File: src/design/ctcr_pkg.sv
package ctcr_pkg;

   localparam int DEPTH        = 256;
   localparam int FAULT_WINDOW = 16;
   localparam int CHUNK        = 8;
   localparam int RECORD_WIDTH = 64;
   localparam int QUEUE_DEPTH  = 2;

   // Field widths of the two channels.
   localparam int OP_W        = 3;
   localparam int WORD_W      = 64;
   localparam int REASON_W    = 8;
   localparam int STAMP_W     = 32;
   localparam int KIND_W      = 3;
   localparam int POS_W       = 8;
   localparam int TOTAL_W     = 9;
   localparam int CHUNK_NUM_W = 6;
   localparam int STORED_W    = 9;

   // Internal widths derived from the configuration.
   localparam int PTR_W       = $clog2(DEPTH);
   localparam int COUNT_W     = $clog2(DEPTH + 1);
   localparam int CHUNKS_MAX  = (DEPTH + CHUNK - 1) / CHUNK;
   localparam int CHUNK_CNT_W = $clog2(CHUNKS_MAX + 1);
   localparam int RUN_MAX     = (FAULT_WINDOW > CHUNK) ? FAULT_WINDOW : CHUNK;
   localparam int RUN_W       = $clog2(RUN_MAX + 1);
   localparam int FROM_W      = $clog2(DEPTH + CHUNK + 1);
   localparam int SUM_W       = PTR_W + 1;
   localparam int QPTR_W      = (QUEUE_DEPTH > 1) ? $clog2(QUEUE_DEPTH) : 1;
   localparam int QCNT_W      = $clog2(QUEUE_DEPTH + 1);

   typedef enum logic [OP_W-1:0] {
      OP_RECORD = 3'd0,
      OP_FAULT  = 3'd1,
      OP_WINDOW = 3'd2,
      OP_DUMP   = 3'd3,
      OP_CHUNK  = 3'd4
   } op_type;

   typedef enum logic [2:0] {
      CMD_RECORD,
      CMD_FAULT,
      CMD_WINDOW,
      CMD_DUMP,
      CMD_CHUNK
   } cmd_type;

   typedef enum logic [KIND_W-1:0] {
      KIND_FAULT_ACK   = 3'd0,
      KIND_WINDOW      = 3'd1,
      KIND_DUMP_REC    = 3'd2,
      KIND_DUMP_START  = 3'd3,
      KIND_NOT_DUMPING = 3'd4
   } kind_type;

   typedef enum logic {
      BK_IDLE,
      BK_RUN
   } back_state_type;

   typedef struct packed {
      logic [OP_W-1:0]     operation;
      logic [WORD_W-1:0]   record_word;
      logic [REASON_W-1:0] fault_cause;
      logic [STAMP_W-1:0]  fault_time;
   } req_type;

   typedef struct packed {
      logic [KIND_W-1:0]      kind;
      logic [WORD_W-1:0]      record_out;
      logic                   record_valid;
      logic [POS_W-1:0]       position;
      logic [TOTAL_W-1:0]     total_count;
      logic [CHUNK_NUM_W-1:0] chunk_number;
      logic [STORED_W-1:0]    stored_count;
      logic [REASON_W-1:0]    latched_reason;
      logic [STAMP_W-1:0]     latched_time;
      logic                   fault_pending;
      logic                   more_chunks;
      logic                   last;
   } rsp_type;

   typedef struct packed {
      cmd_type                 cmd;
      logic [RECORD_WIDTH-1:0] word;
      logic [REASON_W-1:0]     reason;
      logic [STAMP_W-1:0]      stamp;
   } queue_entry_type;

   typedef struct packed {
      logic            push;
      queue_entry_type entry;
   } q_write_type;

   typedef struct packed {
      logic            valid;
      queue_entry_type entry;
   } q_read_type;

endpackage

File: src/design/ctcr_queue.sv
module ctcr_queue (
   input  logic                  clock,
   input  logic                  reset,
   input  ctcr_pkg::q_write_type qw,
   input  logic                  pop,
   output ctcr_pkg::q_read_type  qr,
   output logic                  full
);
   import ctcr_pkg::*;

   queue_entry_type entries_ff [QUEUE_DEPTH];
   logic [QPTR_W-1:0] wr_ptr_ff, wr_ptr_in;
   logic [QPTR_W-1:0] rd_ptr_ff, rd_ptr_in;
   logic [QCNT_W-1:0] count_ff, count_in;
   logic do_pop;

   assign do_pop = pop && (count_ff != '0);
   assign full   = (count_ff == QCNT_W'(QUEUE_DEPTH));

   always_comb begin
      wr_ptr_in = wr_ptr_ff;
      rd_ptr_in = rd_ptr_ff;
      count_in  = count_ff;
      if (qw.push) begin
         wr_ptr_in = (wr_ptr_ff == QPTR_W'(QUEUE_DEPTH - 1)) ? '0 : wr_ptr_ff + QPTR_W'(1);
      end
      if (do_pop) begin
         rd_ptr_in = (rd_ptr_ff == QPTR_W'(QUEUE_DEPTH - 1)) ? '0 : rd_ptr_ff + QPTR_W'(1);
      end
      if (qw.push && !do_pop) begin
         count_in = count_ff + QCNT_W'(1);
      end else if (do_pop && !qw.push) begin
         count_in = count_ff - QCNT_W'(1);
      end
   end

   always_ff @(posedge clock) begin
      if (reset) begin
         wr_ptr_ff <= '0;
         rd_ptr_ff <= '0;
         count_ff  <= '0;
      end else begin
         wr_ptr_ff <= wr_ptr_in;
         rd_ptr_ff <= rd_ptr_in;
         count_ff  <= count_in;
      end
   end

   always_ff @(posedge clock) begin
      if (qw.push) begin
         entries_ff[wr_ptr_ff] <= qw.entry;
      end
   end

   always_comb begin
      qr.valid = (count_ff != '0);
      qr.entry = entries_ff[rd_ptr_ff];
   end

endmodule

File: config.mk
export PLATFORM = sky130hd
export DESIGN_NAME = ctcr_queue
export DESIGN_NICKNAME = d
export VERILOG_FILES = /design/src/design/ctcr_pkg.sv /design/src/design/ctcr_queue.sv
export SDC_FILE = /design/constraint.sdc
export NUM_CORES = 1
export LEC_CHECK = 0
export BUFFER_PORTS_ARGS = -buffer_cell sky130_fd_sc_hd__buf_4
export CORE_UTILIZATION = 58
export CTS_BUF_LIST = sky130_fd_sc_hd__clkbuf_4 sky130_fd_sc_hd__clkbuf_8
export DETAILED_ROUTE_END_ITERATION = 10
export GPL_TIMING_DRIVEN = 1
export PLACE_DENSITY = 0.95
export SLEW_MARGIN = 20
export SYNTH_ARGS = -nofsm -noshare
export SYNTH_HDL_FRONTEND = slang
export SYNTH_SLANG_ARGS = --single-unit
File: constraint.sdc
create_clock -name clock -period 13.6 [get_ports clock]
set_clock_uncertainty 0.1 [all_clocks]
set_input_delay 2.04 -clock clock [delete_from_list [all_inputs] [get_ports clock]]
set_output_delay 2.04 -clock clock [all_outputs]
set_load 0.005 [all_outputs]
==> results of run 1 <==
## state kept, by name, summed over array words and instances (netlist names), named ones only
name        flops
entries_ff    214
count_ff        2
rd_ptr_ff       1
wr_ptr_ff       1
## layout by cell type, fill, tap and decap left out
master      count
bufinv_16       1
dfxtp_1         4
xnor2_1         1
clkinvlp_4      1
xor2_1          3
buf_4         222
dfxtp_4         1
nor2b_4         1
mux2_4         30
clkinv_1        3
edfxtp_1      214
mux2_2         77
and2_4          1
clkbuf_4       10
ha_1            1
or2_2           1
a21oi_1         1
nor2_1          4
o21ai_0         2
clkbuf_8       35
or3_1           1
clkinv_2        2
nor2b_1         1
## how the worst max path moves through the flow
| stage | endpoint | slack, ps | startpoint |
|---|---|---|---|
| finish | qr[94] | 8710 | register |
| floorplan | entries_ff[0][0] | 6220 | qw[107] |
| CTS | qr[89] | 8690 | register |
| global route | qr[15] | 8580 | register |
| detailed placement | entries_ff[0][80] | 9240 | qw[107] |
| global placement | qr[98] | 9260 | register |
## metrics by stage
step	total power [W]	instance area, sq um
6_report	0.00174	10500
5_1_grt	0.00181	10500
4_1_cts	0.00176	10500
3_5_place_dp	0.00125	9850
3_3_place_gp	0.00123	9850
2_1_floorplan	0.00106	8040
## final cells by class
cell class / instances / area [sq um]
clock buffers: 45 / 557
multi-input cells: 124 / 1440
well taps: 176 / 220
repair buffers: 222 / 1670
flip-flops and latches: 219 / 6530
clock inverters: 7 / 58.8
fillers: 704 / 2930
## power groups by stage
stage | logic, W | registers [W] | clock network [W]
after global routing | 0.000428 | 0.000837 | 0.000547
final | 0.000403 | 0.000831 | 0.000506
after detailed placement | 0.000406 | 0.000845 | 0
after CTS | 0.000408 | 0.000832 | 0.000518
after floorplan | 0.000241 | 0.000821 | 0
after global placement | 0.000394 | 0.000841 | 0
## cells by family (layout without fill, tap and decap cells)
family	after synthesis	in the layout
AOI/OAI and AO/OA	3	3
xor gates and xnor gates	4	4
adders and majority gates	1	1
buffers and inverters	12	274
DFF	219	219
muxes	107	107
and+or+nand+nor	9	9
## critical path, cell delays in order, from the launching register on
cell and delay [ps]:
dfxtp_4 780, buf_4 790, mux2_2 430, buf_4 140
## metal layers
layer / part of all wire, % / global-route usage [%] / vias up
met5: 0 / 0 / -
met4: 3.5 / 11.1 / 0
met3: 6.7 / 5.99 / 46
met2: 54 / 38.4 / 189
met1: 36 / 24.2 / 2036
li1: - / - / 1894
==> reports/qor.csv, run 1 <==
stage,metric,value,unit
synth,Post-synth top cells,"edfxtp_1 (214), mux2_2 (77), mux2_4 (30), buf_2 (7)",
synth,syn_nets,467,
sta,RSZ-0062 raised after global routing,false,
cells_and_area,Antenna diodes,0,
status,status,"finished, final reports clean",
route,drc violations,0,
placement,Setup WS pre-CTS,9240,ps
critical_path,CP required,11460,ps
clock_tree,Clock Latency Late Sink,490,ps
power_and_ir_drop,leakage power,3.99,nW
route,Routed WL,15.3,mm
clock_tree,Resize count post-CTS,0,
floorplan,die width,120,microns
critical_path,FF-to-FF Start,wr_ptr_ff,
min_path,Cells on Worst Hold Path,2,
flow_run,Max Cap Viol,0,
critical_path,internal reg-to-reg setup slack,11070,ps
synth,post-synthesis compound-gate area fraction,0.187,%
sta,worst setup margin,8710,ps
sta,fin. max-slew vios,0,
power_and_ir_drop,Switching Fraction,23.6,%
power_and_ir_drop,Max IR drop VDD,0.000114,V
synth,Yosys reg bits,219,
synth,largest family of logic cells by synthesized area,multiplexers,
synth,sequential-to-total area share from yosys stat,81.1,%
clock_tree,postcts setup bufs,0,
synth,"EDFF count, synth",214,
placement,dpl hpwl,10.2,mm
critical_path,Critical Path AT,2750,ps
route,DR iter-0 viols,233,
grt,largest net degree at the start of global routing,81,
route,DR vias,4165,
synth,yosys warns,0,
clock_tree,cts bufs inserted,34,
power_and_ir_drop,Clock Power Share,29.1,%
sta,WHS,421,ps
cells_and_area,share of layout cells above drive strength 1,61.9,%
clock_tree,CTS tree,done,
route,First-pass DRT Iterations,4,
synth,Synth Area in Simple Gates,0.576,%
route,drt wl/cell,19.3,microns
power_and_ir_drop,Pint,0.00133,W
clock_tree,Root Driver,clkbuf_8,
clock_tree,CTS H-Tree Depth,2,
sta,setup TNS,0,ps
synth,Synth Flop Type,edfxtp_1,
route,Routed Antenna Nets,0,
critical_path,crit path launch type,register,
synth,"top cells by area, synth","edfxtp_1 (80%), mux2_2 (11%), mux2_4 (5.6%)",
grt,Overall Global Routing Usage,21.8,%
floorplan,std cell rows,42,
critical_path,Setup Crit Path Kind,register to output port,
min_path,HP Class,register to register,
route,Via density,5.25,
clock_tree,Max clock buf depth,3,
clock_tree,clk sink count,219,
grt,initial antenna violation count,0,
critical_path,Worst R2R Path Depth,2,
sta,Final setup viols,0,
cells_and_area,nets,713,
critical_path,CP Max Fanout,63,
critical_path,CP endpoint kind,output port,
clock_tree,clock slew at reported path FFs,60,ps
sta,final-report hold violation count,0,
power_and_ir_drop,PD cells,166,mW/mm^2
placement,IO Port Bufs,219,
synth,share of the synthesized area in the top cell type,79.9,%
synth,Syn Inst Count,355,
placement,placed insts,741,
synth,"count leader, synth",edfxtp_1,
critical_path,FF-to-FF End,entries_ff[0][69],
power_and_ir_drop,Combinational Power Share,23.2,%
synth,Synth cell types,16,
floorplan,Die Ht,120,microns
cells_and_area,P&R area growth vs syn,30.1,%
synth,XOR/XNOR share of the synthesized area,0.436,%
synth,Mean Syn Cell Area,22.7,sq um
synth,post-synthesis mux area share,16.4,%
grt,gr ovfl total,0,
sta,period utilisation layout,35.9,%
cells_and_area,final core utilization,78.1,%
synth,"FFs w/ async S/R, synth",0,%
synth,synthesized area,0.00804,sq mm
placement,Placer Congestion,0.783,
sta,Slew headroom,28.4,%
synth,Synth Area in Adders,0.156,%
min_path,critical hold path startpoint,rd_ptr_ff,
sta,actual slew at the worst max-slew pin,1070,ps
min_path,Hold EP,rd_ptr_ff,
floorplan,IO Pins,220,
sta,final worst path period need,4890,ps
floorplan,core area,0.0134,sq mm
sta,fmax,205,MHz
power_and_ir_drop,switching pwr,0.000411,W
floorplan,Starting Density,60.0,%
clock_tree,# hold bufs at CTS,0,
grt,first-pass GRT wire length,23.1,mm
grt,vias in the first global route,4587,
floorplan,full die area,0.0143,sq mm
power_and_ir_drop,Sequential Power Share,47.8,%
synth,largest area contributor in the synthesized netlist,edfxtp_1,
cells_and_area,Finished Layout Cells,793,
Power figures use the tool's default switching activity.
==> inputs of run 2 (changes only) <==
--- a/config.mk
+++ b/config.mk
@@ -6,11 +6,11 @@
 export NUM_CORES = 1
 export LEC_CHECK = 0
 export BUFFER_PORTS_ARGS = -buffer_cell sky130_fd_sc_hd__buf_4
-export CORE_UTILIZATION = 58
+export CORE_UTILIZATION = 54
 export CTS_BUF_LIST = sky130_fd_sc_hd__clkbuf_4 sky130_fd_sc_hd__clkbuf_8
 export DETAILED_ROUTE_END_ITERATION = 10
 export GPL_TIMING_DRIVEN = 1
-export PLACE_DENSITY = 0.95
+export PLACE_DENSITY = 0.94
 export SLEW_MARGIN = 20
 export SYNTH_ARGS = -nofsm -noshare
 export SYNTH_HDL_FRONTEND = slang
==> constraint.sdc (replaced) <==
create_clock -name clock -period 5 [get_ports clock]
set_clock_uncertainty 0.1 [all_clocks]
set_input_delay 0.75 -clock clock [delete_from_list [all_inputs] [get_ports clock]]
set_output_delay 0.75 -clock clock [all_outputs]
set_load 0.005 [all_outputs]
==> run 2 against run 1 <==
Clock-buffer cell count up 2; worst hold slack worse by 76 ps; sequential power rose to 2.7 times the previous value; final cell count up 2.4%; non-clock buffer count up 1; critical endpoint is now qr[9]; largest power group unchanged.
==> reports/qor.csv, run 2 (synthesis results as in run 1) <==
stage,metric,value,unit
power_and_ir_drop,leakage power,4.04,nW
route,Routed WL,14.9,mm
cells_and_area,nets,715,
route,Top Metal Used,met4,
min_path,HP Class,input port to register,
cells_and_area,top flop regs,"entries_ff (214), count_ff (2)",
clock_tree,postcts setup bufs,0,
cells_and_area,most frequent cells in the layout,"buf_4 (222), edfxtp_1 (214), mux2_2 (77), clkbuf_8 (37), mux2_4 (30)",
clock_tree,Resize count post-CTS,0,
placement,IO Port Bufs,219,
critical_path,capture point of the critical path,qr[9],
sta,period utilisation layout,64.2,%
status,status,"finished, final reports clean",
sta,fmax,311,MHz
cells_and_area,Antenna diodes,0,
clock_tree,# hold bufs at CTS,0,
cells_and_area,share of layout cells above drive strength 1,61.6,%
grt,gr ovfl total,0,
critical_path,FF-to-FF End,entries_ff[1][56],
clock_tree,Clock Latency Late Sink,480,ps
sta,actual slew at the worst max-slew pin,956,ps
grt,Overall Global Routing Usage,19.1,%
route,M1 WL,5.37,mm
power_and_ir_drop,Max IR drop VDD,0.000376,V
critical_path,internal reg-to-reg setup slack,2640,ps
critical_path,Critical Path AT,2360,ps
placement,Placer Congestion,0.758,
clock_tree,clk sink count,219,
clock_tree,Max clock buf depth,3,
floorplan,die width,124,microns
critical_path,CP endpoint kind,output port,
cells_and_area,Largest register FFs,214,
cells_and_area,"commonest non-fill, non-tap cell in the layout",buf_4,
floorplan,Die Ht,124,microns
critical_path,FF-to-FF Start,wr_ptr_ff,
cells_and_area,Largest Register,entries_ff,
sta,RSZ-0062 raised after global routing,false,
floorplan,std cell rows,44,
floorplan,IO Pins,220,
grt,vias in the first global route,4384,
floorplan,full die area,0.0154,sq mm
clock_tree,Root Driver,clkbuf_8,
critical_path,CP Max Fanout,59,
grt,largest net degree at the start of global routing,71,
route,DR iter-0 viols,240,
route,Via density,5.07,
critical_path,Worst R2R Path Depth,2,
critical_path,CP required,4150,ps
route,met2 WL,7.98,mm
grt,first-pass GRT wire length,21.7,mm
route,drc violations,0,
clock_tree,CTS H-Tree Depth,2,
route,drt wl/cell,18.4,microns
clock_tree,CTS tree,done,
route,Routed Antenna Nets,0,
floorplan,core area,0.0145,sq mm
power_and_ir_drop,total power,0.00480,W
route,wire length on met3,1.21,mm
flow_run,Max Cap Viol,0,
sta,Slew headroom,36.2,%
critical_path,Setup Crit Path Kind,register to output port,
critical_path,crit path launch type,register,
route,First-pass DRT Iterations,4,
sta,fin. max-slew vios,0,
clock_tree,cts bufs inserted,35,
power_and_ir_drop,PD cells,455,mW/mm^2
sta,final-report hold violation count,0,
sta,final worst path period need,3210,ps
clock_tree,clock slew at reported path FFs,60,ps
grt,initial antenna violation count,0,
route,DR vias,4120,
sta,setup TNS,0,ps
floorplan,Starting Density,55.3,%
cells_and_area,P&R area growth vs syn,31.2,%
placement,dpl hpwl,9.86,mm
sta,Final setup viols,0,
-- run 2: changes by cell type in the layout (fill, tap and decap cells not counted), sizes merged --
cell      previous run  this run
clkinv               5        14
clkbuf              45        47
buf                222       223
clkinvlp             1         0
-- run 2: routing by layer --
| layer | vias up | global-route usage (%) |
|---|---|---|
| met1 | 2011 | 20.3 |
| met3 | 29 | 6.14 |
| met5 | - | 0 |
| met2 | 178 | 34.3 |
| met4 | 0 | 9.00 |
| li1 | 1902 | - |
-- run 2: worst max-delay path: stages (launching register included) --
cell	delay, ps
dfxtp_4	850
buf_12	370
mux2_2	410
buf_4	140
-- run 2: worst min path at each step --
stage           startpoint                end  depth (start not counted)
3_5_place_dp   count_ff[1]        count_ff[1]                          2
4_1_cts             qw[10]  entries_ff[1][10]                          1
5_1_grt             qw[13]  entries_ff[0][13]                          1
2_1_floorplan  count_ff[1]        count_ff[1]                          2
3_3_place_gp   count_ff[1]        count_ff[1]                          2
6_report            qw[44]  entries_ff[0][44]                          1
-- run 2: power breakdown --
part / leakage, nW / switching [W] / internal (W) / total [W]
Sequential: 2.05 / 0.000112 / 0.00216 / 0.00227
Combinational: 1.63 / 0.000395 / 0.000696 / 0.00109
Clock: 0.360 / 0.000633 / 0.000811 / 0.00144
-- run 2: final cells by class --
class                           count  area, sq um
Tap cell                          184          230
Fill cell                         887         3980
Timing Repair Buffer              223         1690
Clock buffer                       47          584
Clock inverter                     15         88.8
Sequential cell                   219         6530
Multi-Input combinational cell    124         1440
-- run 2: through the flow --
step	worst slack [ps]	cells	instance area (sq um)	hold slack (ps)	utilization, %
final	1790	812	10600	344	72.6
after global routing	1670	812	10600	308	72.6
after CTS	1750	812	10600	307	72.6
after detailed placement	2240	750	9880	407	68.0
after global placement	2310	750	9880	379	68.0
after floorplan	921	355	8050	366	-
